===== src/hdl/overlap_refcount_event_tracker_assert.svh =====
// Assertion macros for the overlap tracker RTL; ort_ctrl includes them.
// Used by files that assert through a bare-name include; needs no package.
`ifndef OVERLAP_REFCOUNT_EVENT_TRACKER_ASSERT_SVH
`define OVERLAP_REFCOUNT_EVENT_TRACKER_ASSERT_SVH

// Same-cycle implication, disabled while reset is held
`define ORT_ASSERT_HOLDS(name, clk, rst_n, ante, cons, msg) \
    name: assert property (@(posedge clk) disable iff (!rst_n) (ante) |-> (cons)) \
        else $error(msg);

// Next-cycle implication, disabled while reset is held
`define ORT_ASSERT_NEXT(name, clk, rst_n, ante, cons, msg) \
    name: assert property (@(posedge clk) disable iff (!rst_n) (ante) |=> (cons)) \
        else $error(msg);

`endif


===== src/hdl/ort_pkg.sv =====
// Shared types and constants for the overlap tracker.
// No dependencies; imported by every module of the block.
`timescale 1ns / 1ps

package ort_pkg;

    localparam int unsigned OBJ_W = 16;
    localparam int unsigned IDX_W = 8;
    localparam int unsigned CNT_W = 8;
    localparam logic [CNT_W-1:0] CNT_MAX = '1;

    localparam int unsigned PAIR_SLOTS_DEF   = 64;
    localparam int unsigned OBJECT_SLOTS_DEF = 32;

    // Operation codes
    localparam logic OP_ADD    = 1'b0;
    localparam logic OP_REMOVE = 1'b1;

    // Event codes
    localparam logic [1:0] EV_NONE  = 2'd0;
    localparam logic [1:0] EV_ENTER = 2'd1;
    localparam logic [1:0] EV_EXIT  = 2'd2;

    // Status codes
    localparam logic [1:0] ST_OK        = 2'd0;
    localparam logic [1:0] ST_PAIR_FULL = 2'd1;
    localparam logic [1:0] ST_OBJ_FULL  = 2'd2;
    localparam logic [1:0] ST_UNKNOWN   = 2'd3;

    typedef struct packed {
        logic             op;
        logic [OBJ_W-1:0] other_object;
        logic             other_is_area;
        logic [IDX_W-1:0] other_shape_index;
        logic [IDX_W-1:0] self_shape_index;
    } t_item;

    typedef struct packed {
        logic [1:0]       event_res;
        logic             event_to_area;
        logic [OBJ_W-1:0] event_object;
        logic [IDX_W-1:0] event_other_index;
        logic [IDX_W-1:0] event_self_index;
        logic             refresh_body;
        logic [1:0]       status;
    } t_result;

    typedef struct packed {
        logic             valid;
        logic             is_area;
        logic [OBJ_W-1:0] object;
        logic [IDX_W-1:0] other_idx;
        logic [IDX_W-1:0] self_idx;
        logic [CNT_W-1:0] count;
    } t_pair_entry;

    typedef struct packed {
        logic             valid;
        logic [OBJ_W-1:0] object;
        logic [CNT_W-1:0] count;
    } t_obj_entry;

    // Sequencer to table
    typedef struct packed {
        logic start;
        logic wr_en;
    } t_tbl_cmd;

    // Table to sequencer
    typedef struct packed {
        logic        clr_busy;
        logic        done;
        logic        hit;
        logic        free;
        t_pair_entry hit_entry;
    } t_pair_stat;

    typedef struct packed {
        logic       clr_busy;
        logic       done;
        logic       hit;
        logic       free;
        t_obj_entry hit_entry;
    } t_obj_stat;

endpackage


===== src/hdl/ort_chan_if.sv =====
// Valid/ready channel carrying one payload per transfer.
// Payload type is set by the instantiating code (items or results from ort_pkg).
`timescale 1ns / 1ps

interface ort_chan_if #(
    parameter type T = logic
) ();
    logic valid;
    logic ready;
    T     data;

    modport source (output valid, output data, input ready);
    modport sink   (input valid, input data, output ready);
endinterface


===== src/hdl/ort_pair_tbl.sv =====
// Pair table: dual-port synchronous memory with clear sweep and linear key scan.
// Depends on ort_pkg.
`timescale 1ns / 1ps

module ort_pair_tbl #(
    parameter int unsigned SLOTS = ort_pkg::PAIR_SLOTS_DEF,
    localparam int unsigned AW = $clog2(SLOTS)
) (
    input  logic               i_clk,
    input  logic               i_rst_n,
    input  ort_pkg::t_tbl_cmd  i_cmd,
    input  ort_pkg::t_item     i_key,
    input  logic [AW-1:0]      i_waddr,
    input  ort_pkg::t_pair_entry i_wdata,
    output ort_pkg::t_pair_stat  o_stat,
    output logic [AW-1:0]      o_hit_addr,
    output logic [AW-1:0]      o_free_addr
);
    import ort_pkg::*;

    localparam logic [AW-1:0] LAST = AW'(SLOTS - 1);

    t_pair_entry   r_mem [SLOTS];
    t_pair_entry   r_rd_data;
    t_pair_entry   r_hit_entry;
    logic          r_clr_busy;
    logic [AW-1:0] r_clr_addr;
    logic          r_scan_act;
    logic [AW-1:0] r_scan_addr;
    logic          r_rd_vld;
    logic [AW-1:0] r_rd_addr;
    logic          r_done;
    logic          r_hit;
    logic          r_free;
    logic [AW-1:0] r_hit_addr;
    logic [AW-1:0] r_free_addr;

    logic          mem_we;
    logic [AW-1:0] mem_waddr;
    t_pair_entry   mem_wdata;
    logic          key_match;

    // Write port: clear sweep has priority over sequencer writes
    assign mem_we    = r_clr_busy | i_cmd.wr_en;
    assign mem_waddr = r_clr_busy ? r_clr_addr : i_waddr;
    assign mem_wdata = r_clr_busy ? '0 : i_wdata;

    assign key_match = r_rd_data.valid
                     && (r_rd_data.object    == i_key.other_object)
                     && (r_rd_data.other_idx == i_key.other_shape_index)
                     && (r_rd_data.self_idx  == i_key.self_shape_index);

    // Memory with registered read
    always_ff @(posedge i_clk) begin
        if (mem_we) begin
            r_mem[mem_waddr] <= mem_wdata;
        end
        r_rd_data <= r_mem[r_scan_addr];
    end

    // Clear sweep and scan control
    always_ff @(posedge i_clk) begin
        if (!i_rst_n) begin
            r_clr_busy  <= 1'b1;
            r_clr_addr  <= '0;
            r_scan_act  <= 1'b0;
            r_scan_addr <= '0;
            r_rd_vld    <= 1'b0;
            r_done      <= 1'b0;
            r_hit       <= 1'b0;
            r_free      <= 1'b0;
        end else begin
            if (r_clr_busy) begin
                r_clr_addr <= r_clr_addr + AW'(1);
                if (r_clr_addr == LAST) begin
                    r_clr_busy <= 1'b0;
                end
            end
            if (i_cmd.start) begin
                r_scan_act  <= 1'b1;
                r_scan_addr <= '0;
            end else if (r_scan_act) begin
                if (r_scan_addr == LAST) begin
                    r_scan_act <= 1'b0;
                end else begin
                    r_scan_addr <= r_scan_addr + AW'(1);
                end
            end
            r_rd_vld <= r_scan_act;
            if (i_cmd.start) begin
                r_done <= 1'b0;
                r_hit  <= 1'b0;
                r_free <= 1'b0;
            end else if (r_rd_vld) begin
                if (key_match) begin
                    r_hit <= 1'b1;
                end
                if (!r_rd_data.valid) begin
                    r_free <= 1'b1;
                end
                if (r_rd_addr == LAST) begin
                    r_done <= 1'b1;
                end
            end
        end
    end

    // First match and first free slot
    always_ff @(posedge i_clk) begin
        r_rd_addr <= r_scan_addr;
        if (r_rd_vld && !i_cmd.start) begin
            if (key_match && !r_hit) begin
                r_hit_addr  <= r_rd_addr;
                r_hit_entry <= r_rd_data;
            end
            if (!r_rd_data.valid && !r_free) begin
                r_free_addr <= r_rd_addr;
            end
        end
    end

    assign o_stat = '{clr_busy: r_clr_busy, done: r_done, hit: r_hit, free: r_free,
                      hit_entry: r_hit_entry};
    assign o_hit_addr  = r_hit_addr;
    assign o_free_addr = r_free_addr;

endmodule


===== src/hdl/ort_obj_tbl.sv =====
// Object table: dual-port synchronous memory with clear sweep and object scan.
// Depends on ort_pkg.
`timescale 1ns / 1ps

module ort_obj_tbl #(
    parameter int unsigned SLOTS = ort_pkg::OBJECT_SLOTS_DEF,
    localparam int unsigned AW = $clog2(SLOTS)
) (
    input  logic               i_clk,
    input  logic               i_rst_n,
    input  ort_pkg::t_tbl_cmd  i_cmd,
    input  ort_pkg::t_item     i_key,
    input  logic [AW-1:0]      i_waddr,
    input  ort_pkg::t_obj_entry i_wdata,
    output ort_pkg::t_obj_stat  o_stat,
    output logic [AW-1:0]      o_hit_addr,
    output logic [AW-1:0]      o_free_addr
);
    import ort_pkg::*;

    localparam logic [AW-1:0] LAST = AW'(SLOTS - 1);

    t_obj_entry    r_mem [SLOTS];
    t_obj_entry    r_rd_data;
    t_obj_entry    r_hit_entry;
    logic          r_clr_busy;
    logic [AW-1:0] r_clr_addr;
    logic          r_scan_act;
    logic [AW-1:0] r_scan_addr;
    logic          r_rd_vld;
    logic [AW-1:0] r_rd_addr;
    logic          r_done;
    logic          r_hit;
    logic          r_free;
    logic [AW-1:0] r_hit_addr;
    logic [AW-1:0] r_free_addr;

    logic          mem_we;
    logic [AW-1:0] mem_waddr;
    t_obj_entry    mem_wdata;
    logic          key_match;

    // Write port: clear sweep has priority over sequencer writes
    assign mem_we    = r_clr_busy | i_cmd.wr_en;
    assign mem_waddr = r_clr_busy ? r_clr_addr : i_waddr;
    assign mem_wdata = r_clr_busy ? '0 : i_wdata;

    assign key_match = r_rd_data.valid && (r_rd_data.object == i_key.other_object);

    // Memory with registered read
    always_ff @(posedge i_clk) begin
        if (mem_we) begin
            r_mem[mem_waddr] <= mem_wdata;
        end
        r_rd_data <= r_mem[r_scan_addr];
    end

    // Clear sweep and scan control
    always_ff @(posedge i_clk) begin
        if (!i_rst_n) begin
            r_clr_busy  <= 1'b1;
            r_clr_addr  <= '0;
            r_scan_act  <= 1'b0;
            r_scan_addr <= '0;
            r_rd_vld    <= 1'b0;
            r_done      <= 1'b0;
            r_hit       <= 1'b0;
            r_free      <= 1'b0;
        end else begin
            if (r_clr_busy) begin
                r_clr_addr <= r_clr_addr + AW'(1);
                if (r_clr_addr == LAST) begin
                    r_clr_busy <= 1'b0;
                end
            end
            if (i_cmd.start) begin
                r_scan_act  <= 1'b1;
                r_scan_addr <= '0;
            end else if (r_scan_act) begin
                if (r_scan_addr == LAST) begin
                    r_scan_act <= 1'b0;
                end else begin
                    r_scan_addr <= r_scan_addr + AW'(1);
                end
            end
            r_rd_vld <= r_scan_act;
            if (i_cmd.start) begin
                r_done <= 1'b0;
                r_hit  <= 1'b0;
                r_free <= 1'b0;
            end else if (r_rd_vld) begin
                if (key_match) begin
                    r_hit <= 1'b1;
                end
                if (!r_rd_data.valid) begin
                    r_free <= 1'b1;
                end
                if (r_rd_addr == LAST) begin
                    r_done <= 1'b1;
                end
            end
        end
    end

    // First match and first free slot
    always_ff @(posedge i_clk) begin
        r_rd_addr <= r_scan_addr;
        if (r_rd_vld && !i_cmd.start) begin
            if (key_match && !r_hit) begin
                r_hit_addr  <= r_rd_addr;
                r_hit_entry <= r_rd_data;
            end
            if (!r_rd_data.valid && !r_free) begin
                r_free_addr <= r_rd_addr;
            end
        end
    end

    assign o_stat = '{clr_busy: r_clr_busy, done: r_done, hit: r_hit, free: r_free,
                      hit_entry: r_hit_entry};
    assign o_hit_addr  = r_hit_addr;
    assign o_free_addr = r_free_addr;

endmodule


===== src/hdl/ort_ctrl.sv =====
// Sequencer: takes items, starts both table scans, decides the update, writes back
// and holds the result register. Depends on ort_pkg, ort_chan_if and the assert macros.
`timescale 1ns / 1ps
`include "overlap_refcount_event_tracker_assert.svh"

module ort_ctrl #(
    parameter int unsigned PAIR_SLOTS   = ort_pkg::PAIR_SLOTS_DEF,
    parameter int unsigned OBJECT_SLOTS = ort_pkg::OBJECT_SLOTS_DEF,
    localparam int unsigned PAW = $clog2(PAIR_SLOTS),
    localparam int unsigned OAW = $clog2(OBJECT_SLOTS)
) (
    input  logic                 i_clk,
    input  logic                 i_rst_n,
    ort_chan_if.sink             i_item,
    ort_chan_if.source           o_res,
    output ort_pkg::t_item       o_key,
    output ort_pkg::t_tbl_cmd    o_pair_cmd,
    output logic [PAW-1:0]       o_pair_waddr,
    output ort_pkg::t_pair_entry o_pair_wdata,
    input  ort_pkg::t_pair_stat  i_pair_stat,
    input  logic [PAW-1:0]       i_pair_hit_addr,
    input  logic [PAW-1:0]       i_pair_free_addr,
    output ort_pkg::t_tbl_cmd    o_obj_cmd,
    output logic [OAW-1:0]       o_obj_waddr,
    output ort_pkg::t_obj_entry  o_obj_wdata,
    input  ort_pkg::t_obj_stat   i_obj_stat,
    input  logic [OAW-1:0]       i_obj_hit_addr,
    input  logic [OAW-1:0]       i_obj_free_addr
);
    import ort_pkg::*;

    localparam logic [1:0] S_CLEAR = 2'd0;
    localparam logic [1:0] S_IDLE  = 2'd1;
    localparam logic [1:0] S_SCAN  = 2'd2;
    localparam logic [1:0] S_WRITE = 2'd3;

    logic [1:0] r_state;
    logic [1:0] n_state;
    t_item      r_item;
    t_result    r_out;
    t_result    n_res;
    logic       r_out_vld;
    logic       accept;
    logic       load;
    logic       pair_we;
    logic       obj_we;
    logic       exit_zero;

    function automatic logic [CNT_W-1:0] sat_inc(input logic [CNT_W-1:0] cnt);
        return (cnt == CNT_MAX) ? cnt : cnt + CNT_W'(1);
    endfunction

    assign accept = i_item.valid && i_item.ready;
    assign load   = (r_state == S_WRITE) && (!r_out_vld || o_res.ready);

    assign i_item.ready = (r_state == S_IDLE);
    assign o_res.valid  = r_out_vld;
    assign o_res.data   = r_out;
    assign o_key        = r_item;

    assign o_pair_cmd = '{start: accept, wr_en: pair_we};
    assign o_obj_cmd  = '{start: accept, wr_en: obj_we};

    // Sequencer next state
    always_comb begin
        n_state = r_state;
        case (r_state)
            S_CLEAR: begin
                if (!i_pair_stat.clr_busy && !i_obj_stat.clr_busy) n_state = S_IDLE;
            end
            S_IDLE: begin
                if (accept) n_state = S_SCAN;
            end
            S_SCAN: begin
                if (i_pair_stat.done && i_obj_stat.done) n_state = S_WRITE;
            end
            S_WRITE: begin
                if (load) n_state = S_IDLE;
            end
            default: n_state = S_CLEAR;
        endcase
    end

    // Update decision from the scan results
    always_comb begin
        n_res        = '0;
        pair_we      = 1'b0;
        o_pair_waddr = i_pair_hit_addr;
        o_pair_wdata = i_pair_stat.hit_entry;
        obj_we       = 1'b0;
        o_obj_waddr  = i_obj_hit_addr;
        o_obj_wdata  = i_obj_stat.hit_entry;
        exit_zero    = 1'b1;
        if (r_item.op == OP_ADD) begin
            if (i_pair_stat.hit) begin
                // known pair: refresh type, count up with saturation
                pair_we              = 1'b1;
                o_pair_wdata.is_area = r_item.other_is_area;
                o_pair_wdata.count   = sat_inc(i_pair_stat.hit_entry.count);
            end else if (!i_pair_stat.free) begin
                n_res.status = ST_PAIR_FULL;
            end else if (!i_obj_stat.hit && !i_obj_stat.free) begin
                n_res.status = ST_OBJ_FULL;
            end else begin
                // new pair, shape entered
                pair_we      = 1'b1;
                o_pair_waddr = i_pair_free_addr;
                o_pair_wdata = '{valid: 1'b1, is_area: r_item.other_is_area,
                                 object: r_item.other_object,
                                 other_idx: r_item.other_shape_index,
                                 self_idx: r_item.self_shape_index,
                                 count: CNT_W'(1)};
                obj_we = 1'b1;
                if (i_obj_stat.hit) begin
                    o_obj_wdata.count = sat_inc(i_obj_stat.hit_entry.count);
                end else begin
                    o_obj_waddr = i_obj_free_addr;
                    o_obj_wdata = '{valid: 1'b1, object: r_item.other_object,
                                    count: CNT_W'(1)};
                end
                n_res.event_res     = EV_ENTER;
                n_res.event_to_area = r_item.other_is_area;
            end
        end else begin
            if (!i_pair_stat.hit) begin
                n_res.status = ST_UNKNOWN;
            end else if (i_pair_stat.hit_entry.count > CNT_W'(1)) begin
                pair_we            = 1'b1;
                o_pair_wdata.count = i_pair_stat.hit_entry.count - CNT_W'(1);
            end else begin
                // last overlap of the pair, shape exited
                pair_we             = 1'b1;
                o_pair_wdata        = '0;
                n_res.event_res     = EV_EXIT;
                n_res.event_to_area = i_pair_stat.hit_entry.is_area;
                if (i_obj_stat.hit) begin
                    obj_we = 1'b1;
                    if (i_obj_stat.hit_entry.count > CNT_W'(1)) begin
                        o_obj_wdata.count = i_obj_stat.hit_entry.count - CNT_W'(1);
                        exit_zero         = 1'b0;
                    end else begin
                        o_obj_wdata = '0;
                    end
                end
                n_res.refresh_body = exit_zero && !i_pair_stat.hit_entry.is_area;
            end
        end
        if (n_res.event_res != EV_NONE) begin
            n_res.event_object      = r_item.other_object;
            n_res.event_other_index = r_item.other_shape_index;
            n_res.event_self_index  = r_item.self_shape_index;
        end
        pair_we = pair_we && load;
        obj_we  = obj_we && load;
    end

    // Control registers
    always_ff @(posedge i_clk) begin
        if (!i_rst_n) begin
            r_state   <= S_CLEAR;
            r_out_vld <= 1'b0;
        end else begin
            r_state <= n_state;
            if (load) begin
                r_out_vld <= 1'b1;
            end else if (o_res.ready) begin
                r_out_vld <= 1'b0;
            end
        end
    end

    // Item and result payload
    always_ff @(posedge i_clk) begin
        if (accept) begin
            r_item <= i_item.data;
        end
        if (load) begin
            r_out <= n_res;
        end
    end

    `ORT_ASSERT_HOLDS(a_none_is_blank, i_clk, i_rst_n, r_out_vld && (r_out.event_res == EV_NONE), (r_out.event_object == '0) && (r_out.event_other_index == '0) && (r_out.event_self_index == '0) && !r_out.event_to_area && !r_out.refresh_body, "result without event carries data")
    `ORT_ASSERT_HOLDS(a_refresh_on_exit, i_clk, i_rst_n, r_out_vld && r_out.refresh_body, (r_out.event_res == EV_EXIT) && !r_out.event_to_area, "refresh without body exit")
    `ORT_ASSERT_HOLDS(a_event_status_ok, i_clk, i_rst_n, r_out_vld && (r_out.event_res != EV_NONE), r_out.status == ST_OK, "event reported with error status")
    `ORT_ASSERT_HOLDS(a_no_write_in_scan, i_clk, i_rst_n, r_state != S_WRITE, !pair_we && !obj_we, "table write outside write-back")
    `ORT_ASSERT_NEXT(a_accept_starts_scan, i_clk, i_rst_n, accept, r_state == S_SCAN, "accepted item did not start a scan")

endmodule


===== src/hdl/overlap_refcount_event_tracker.sv =====
// Top level of the overlap tracker: sequencer plus pair and object tables.
// Depends on ort_pkg, ort_chan_if, ort_pair_tbl, ort_obj_tbl and ort_ctrl.
`timescale 1ns / 1ps

// Reference-counted enter/exit tracker. Each item on i_item adds or removes one
// overlap of a (object, other shape, self shape) pair and yields exactly one result
// on o_res: an entered or exited event, an override-refresh flag for a body that lost
// its last overlap, and a status. After reset both tables are swept clear, one entry
// per cycle, with i_item.ready low. Items are handled one at a time, each waiting on
// the linear scans, each through the single read port of its table; the pair table
// scan runs alongside the object table scan. A finished result waits in the output
// register while the next item is taken.
module overlap_refcount_event_tracker #(
    parameter int unsigned PAIR_SLOTS   = ort_pkg::PAIR_SLOTS_DEF,
    parameter int unsigned OBJECT_SLOTS = ort_pkg::OBJECT_SLOTS_DEF
) (
    input  logic       i_clk,
    input  logic       i_rst_n,
    ort_chan_if.sink   i_item,
    ort_chan_if.source o_res
);
    import ort_pkg::*;

    localparam int unsigned PAW = $clog2(PAIR_SLOTS);
    localparam int unsigned OAW = $clog2(OBJECT_SLOTS);

    t_item       key;
    t_tbl_cmd    pair_cmd;
    t_tbl_cmd    obj_cmd;
    t_pair_entry pair_wdata;
    t_obj_entry  obj_wdata;
    t_pair_stat  pair_stat;
    t_obj_stat   obj_stat;
    logic [PAW-1:0] pair_waddr;
    logic [PAW-1:0] pair_hit_addr;
    logic [PAW-1:0] pair_free_addr;
    logic [OAW-1:0] obj_waddr;
    logic [OAW-1:0] obj_hit_addr;
    logic [OAW-1:0] obj_free_addr;

    ort_pair_tbl #(.SLOTS(PAIR_SLOTS)) u_pair_tbl (
        .i_clk       (i_clk),
        .i_rst_n     (i_rst_n),
        .i_cmd       (pair_cmd),
        .i_key       (key),
        .i_waddr     (pair_waddr),
        .i_wdata     (pair_wdata),
        .o_stat      (pair_stat),
        .o_hit_addr  (pair_hit_addr),
        .o_free_addr (pair_free_addr)
    );

    ort_obj_tbl #(.SLOTS(OBJECT_SLOTS)) u_obj_tbl (
        .i_clk       (i_clk),
        .i_rst_n     (i_rst_n),
        .i_cmd       (obj_cmd),
        .i_key       (key),
        .i_waddr     (obj_waddr),
        .i_wdata     (obj_wdata),
        .o_stat      (obj_stat),
        .o_hit_addr  (obj_hit_addr),
        .o_free_addr (obj_free_addr)
    );

    ort_ctrl #(
        .PAIR_SLOTS   (PAIR_SLOTS),
        .OBJECT_SLOTS (OBJECT_SLOTS)
    ) u_ctrl (
        .i_clk            (i_clk),
        .i_rst_n          (i_rst_n),
        .i_item           (i_item),
        .o_res            (o_res),
        .o_key            (key),
        .o_pair_cmd       (pair_cmd),
        .o_pair_waddr     (pair_waddr),
        .o_pair_wdata     (pair_wdata),
        .i_pair_stat      (pair_stat),
        .i_pair_hit_addr  (pair_hit_addr),
        .i_pair_free_addr (pair_free_addr),
        .o_obj_cmd        (obj_cmd),
        .o_obj_waddr      (obj_waddr),
        .o_obj_wdata      (obj_wdata),
        .i_obj_stat       (obj_stat),
        .i_obj_hit_addr   (obj_hit_addr),
        .i_obj_free_addr  (obj_free_addr)
    );

endmodule


===== src/flat_wrapper.sv =====
// flat-port wrapper written by rule: the top's interface ports become plain ports
module overlap_refcount_event_tracker_flat import ort_pkg::*;
#(
    parameter int unsigned PAIR_SLOTS   = ort_pkg::PAIR_SLOTS_DEF,
    parameter int unsigned OBJECT_SLOTS = ort_pkg::OBJECT_SLOTS_DEF
)
  (i_clk, i_rst_n, i_item_valid, i_item_data, i_item_ready, o_res_valid, o_res_data, o_res_ready);
  ort_chan_if #(.T(t_item)) i_item_i ();
  ort_chan_if #(.T(t_result)) o_res_i ();
  input  logic i_clk;
  input  logic i_rst_n;
  input wire logic [$bits(i_item_i.valid)-1:0] i_item_valid;
  input wire logic [$bits(i_item_i.data)-1:0] i_item_data;
  output wire logic [$bits(i_item_i.ready)-1:0] i_item_ready;
  output wire logic [$bits(o_res_i.valid)-1:0] o_res_valid;
  output wire logic [$bits(o_res_i.data)-1:0] o_res_data;
  input wire logic [$bits(o_res_i.ready)-1:0] o_res_ready;
  assign i_item_i.valid = i_item_valid;
  assign i_item_i.data = i_item_data;
  assign i_item_ready = i_item_i.ready;
  assign o_res_valid = o_res_i.valid;
  assign o_res_data = o_res_i.data;
  assign o_res_i.ready = o_res_ready;
  overlap_refcount_event_tracker #(.PAIR_SLOTS(PAIR_SLOTS), .OBJECT_SLOTS(OBJECT_SLOTS)) u_core (.i_clk(i_clk), .i_rst_n(i_rst_n), .i_item(i_item_i), .o_res(o_res_i));
endmodule

===== config.mk =====
export PLATFORM = sky130hd
export DESIGN_NAME = overlap_refcount_event_tracker_flat
export DESIGN_NICKNAME = d
export VERILOG_FILES = /design/src/hdl/ort_pkg.sv /design/src/hdl/ort_chan_if.sv /design/src/hdl/ort_pair_tbl.sv /design/src/hdl/ort_obj_tbl.sv /design/src/hdl/ort_ctrl.sv /design/src/hdl/overlap_refcount_event_tracker.sv /design/src/flat_wrapper.sv
export VERILOG_INCLUDE_DIRS = /design/src /design/src/hdl
export SDC_FILE = /design/constraint.sdc
export NUM_CORES = 2
export LEC_CHECK = 0
export BUFFER_PORTS_ARGS = -buffer_cell sky130_fd_sc_hd__buf_2
export CAP_MARGIN = 30
export CORE_AREA = 5 5 517 519
export CTS_CLUSTER_SIZE = 14
export DETAILED_ROUTE_END_ITERATION = 8
export DIE_AREA = 0 0 522 524
export PLACE_DENSITY = 0.7
export REMOVE_ABC_BUFFERS = 1
export SETUP_SLACK_MARGIN = 0.3
export SYNTH_ARGS = -nofsm -noshare
export SYNTH_HDL_FRONTEND = slang
export SYNTH_SLANG_ARGS = --single-unit

===== constraint.sdc =====
create_clock -name i_clk -period 15.45 [get_ports i_clk]
set_input_delay 0.7725 -clock i_clk [delete_from_list [all_inputs] [get_ports i_clk]]
set_output_delay 0.7725 -clock i_clk [all_outputs]
set_load 0.005 [all_outputs]

==> qor.txt <==
Status = completed
Cts repair resizes = 0
Overflow after GRT = 0
EDFF count, synth = 3,649
Avg Cell Area, Syn = 22.1 µm²
Drt pass-1 iters = 6
Worst setup startpoint = u_core.u_pair_tbl.r_scan_addr[1]
Leading area contributor after synthesis = edfxtp_1
Final HPWL DP = 194,000 µm
Worst setup SP type = flop
Period utilisation layout = 31.5%
Seq. cell area = 112,000 µm²
DRT Wirelength = 369,000 µm
Worst R2R End = u_core.u_pair_tbl.r_rd_data[4]
Wire per inst = 34.5 µm
Initial Util = 54.9%
Std cell rows = 188
Slowest stage cell, crit path = buf_4
Asr flop ratio synth = 0%
CP peak stage delay = 0.88 ns
Buffers & Inverters on Critical Path = 3
Count of cell types in the netlist = 71
Final RePlAce weighted congestion = 0.855
Vias = 71,600
CTS Sinks = 3,764
Top cells by area, synth = edfxtp_1, mux4_2, dfxtp_1
Max-cap violations = 0
Stages on worst setup path = 8
Worst Setup EP = u_core.u_pair_tbl.r_rd_data[4]
Root buffer cell = clkbuf_16
Largest net degree at the start of global routing = 154
Share of the synthesized area in the top cell type = 76.3%
Clock-pin slew on the worst setup and hold paths = 0.06 ns
Worst-margin pin slew = 1.12 ns
Register area share after synthesis = 77.9%
Worst path arrival time = 5.62 ns
Final Skew = 0.0803 ns
Placed cell areas = 150,000 µm²
Pwr per Cell Area = 129 nW/µm²
Port bufs = 77
Clock Path Buffers = 4
Setup violators final = 0
Mapped Cells = 6,487
TritonCTS clock tree = built
Vias in the first global route = 71,500
Leak = 48.2 nW
Fmax achieved = 205 MHz
Worst setup margin = 10.58 ns
Die height = 524 µm
Critical Path Most Common Cell = buf_4
Area Growth Syn to Fin = 13.2%
Worst R2R Setup Slack = 10.58 ns
Area occupied by multi-input gates = 31,100 µm²
Cell family with most CP delay = buffers and inverters
Fillers = 17,400
VDD IR max = 0.104 mV
DIE AREA = 274,000 µm²
Place WS = 10.58 ns
Via/cell ratio = 6.69
Pins Over Slew Limit = 0
Initial antenna violation count = 15
Register-to-Register Path Depth = 8
Die width = 522 µm
Crit Path Category = reg -> reg
Share of layout cells above drive strength 1 = 27.9%
Tmin final = 4.87 ns
Yosys warns = 0
# nets final = 6,913
Htree depth = 5
Post-Syn Area = 144,000 µm²
Clock buffer count from CTS = 375
Final number of hold-violating endpoints = 0
Post-route cell area = 163,000 µm²
Worst Path Required = 16.20 ns
Routed Antenna Nets = 0
RSZ-0062 raised after global routing = no
Initial DRC count = 9,918
Core Area = 262,000 µm²
Top_reg_cell synth = edfxtp_1
Slew headroom = 24.8%
Worst path cell trace = buf_4, buf_4, buf_12, mux4_2, nand2b_1, a21oi_1, o21ai_0, o2bb2ai_1
Reg2reg start = u_core.u_pair_tbl.r_scan_addr[1]
Io pins = 78
First-pass GRT wire length = 525,000 µm
All-layer global routing usage = 26.9%
Hold Path Class = in -> reg
Post-CTS setup buffers = 0
Top fanout value on the critical path = 109
Worst Setup End Kind = flop
Insertion delay to the later sink of the worst-skew pair = 0.91 ns
# DRC = 0
FF+latch count, synth = 3,764
final cells by class:
| class | count | area share (%) |
|---|---|---|
| Timing Repair Buffer | 351 | 1.81 |
| Sequential cell | 3764 | 68.8 |
| Antenna cell | 7 | 0.0108 |
| Tap cell | 3515 | 2.71 |
| Multi-Input combinational cell | 2346 | 19.1 |
| Clock inverter | 195 | 1.16 |
| Inverter | 20 | 0.0462 |
| Clock buffer | 497 | 6.28 |
worst min-delay path by stage:
stage / start / to / slack, ns / cells past startpoint
after floorplan: u_core.u_obj_tbl.r_rd_data[0] / u_core.u_obj_tbl.o_stat[0] / 0.39 / 0
after global placement: u_core.u_pair_tbl.r_rd_data[7] / u_core.u_pair_tbl.o_stat[7] / 0.39 / 0
after detailed placement: u_core.u_pair_tbl.r_rd_data[7] / u_core.u_pair_tbl.o_stat[7] / 0.40 / 0
after CTS: i_item_data[18] / u_core.u_ctrl.o_key[18] / 0.002 / 1
after global routing: i_item_data[18] / u_core.u_ctrl.o_key[18] / 0.01 / 1
final: i_item_data[32] / u_core.u_ctrl.o_key[32] / 0.05 / 1
layout by cell type (no fill, tap or decap), types with 34 or more instances in the layout:
cell type / instances
a211oi_1: 46
a21oi_1: 79
a21oi_4: 34
a22oi_1: 48
and2_1: 42
buf_2: 88
buf_4: 212
clkbuf_1: 90
clkbuf_16: 379
clkinv_1: 65
clkinv_2: 67
dfxtp_1: 104
edfxtp_1: 3649
mux2i_1: 225
mux4_2: 879
nand2_1: 165
nand3_1: 45
nor2_1: 56
nor2_4: 99
o21ai_0: 53
o221ai_1: 57
o22ai_1: 67
or3_1: 36
xnor2_1: 43
sequential cells by signal, indices dropped and copies added, names as in the netlist, 2 cells and up:
| signal | cells |
|---|---|
| u_core.u_ctrl.o_key | 34 |
| u_core.u_obj_tbl.r_mem | 800 |
| u_core.u_obj_tbl.r_rd_data | 25 |
| u_core.u_obj_tbl.r_clr_addr | 5 |
| u_core.u_obj_tbl.o_hit_addr | 5 |
| u_core.u_pair_tbl.o_hit_addr | 6 |
| u_core.u_obj_tbl.o_stat | 25 |
| u_core.u_pair_tbl.r_mem | 2688 |
| u_core.u_pair_tbl.r_clr_addr | 6 |
| u_core.u_pair_tbl.o_free_addr | 6 |
| u_core.u_pair_tbl.r_scan_addr | 6 |
| u_core.u_pair_tbl.r_rd_data | 42 |
| u_core.u_ctrl.o_res.data | 38 |
| u_core.u_obj_tbl.r_rd_addr | 5 |
| u_core.u_pair_tbl.r_rd_addr | 6 |
| u_core.u_obj_tbl.r_scan_addr | 5 |
| u_core.u_obj_tbl.o_free_addr | 5 |
| u_core.u_ctrl.r_state | 2 |
| u_core.u_pair_tbl.o_stat | 42 |
kinds of logic (layout without fill, tap and decap cells):
family	Yosys count	after routing	share of synthesized area (%)
fa+ha+maj	17	17	0.148
flops	3764	3764	77.9
buf+inv	377	1063	1.32
xor+xnor	59	59	0.360
other cells	0	7	0
simple gates	589	589	2.05
mux	1131	1131	15.6
compound gates	550	550	2.63
metal layers:
layer / vias up / global-route usage (%) / wire (µm)
li1: 28200 / - / -
met1: 38000 / 37.8 / 138000
met2: 4605 / 42.8 / 177000
met3: 816 / 5.53 / 39500
met4: 0 / 9.58 / 14500
met5: - / 0 / 0
power breakdown:
group	leakage (nW)	internal [W]	switching [W]	total [W]
sequential	33.7	0.0112	0.000111	0.0113
combinational	8.60	0.000359	0.000466	0.000825
clock	5.93	0.00515	0.00378	0.00893
total	48.2	0.0167	0.00436	0.0210
cells in the mapped netlist, types with 9 or more instances:
cell	count
or3_1	36
clkbuf_1	152
mux2i_1	225
nor2b_1	17
o21ai_0	56
o2bb2ai_1	9
o221ai_1	57
buf_4	40
buf_1	47
a311oi_1	23
xnor2_1	43
dfxtp_1	115
a211oi_1	53
ha_1	17
o22ai_1	67
nand3_1	45
nand3b_1	10
buf_2	89
nor3_1	20
nand2_1	167
nand4_1	27
a22oi_1	48
edfxtp_1	3649
a21oi_1	131
a22o_1	32
mux2_2	27
and2_1	45
a31oi_1	19
buf_6	29
a221oi_1	13
xor2_1	16
nor2_1	155
nand2b_1	19
mux4_2	879
inv_1	18
timing repair:
action,4_1_cts,5_1_grt
endpoints found under the setup margin,0,0
hold buffers,8,0
endpoints found under the hold margin,8,0
stage by stage:
| step | TNS, ns | total power, W | utilization, % | hold slack (ns) | instances |
|---|---|---|---|---|---|
| after CTS | 0 | 0.0211 | 62.1 | 0.00170 | 10700 |
| after detailed placement | 0 | 0.0123 | 57.4 | 0.396 | 9980 |
| final | 0 | 0.0210 | 62.1 | 0.0481 | 10700 |
| after floorplan | -607.11 | 0.0123 | - | 0.386 | 6130 |
| after global placement | 0 | 0.0123 | 57.2 | 0.395 | 9944 |
| after global routing | 0 | 0.0216 | 62.1 | 0.0109 | 10700 |
No activity file was read; power rests on OpenSTA's default activity.
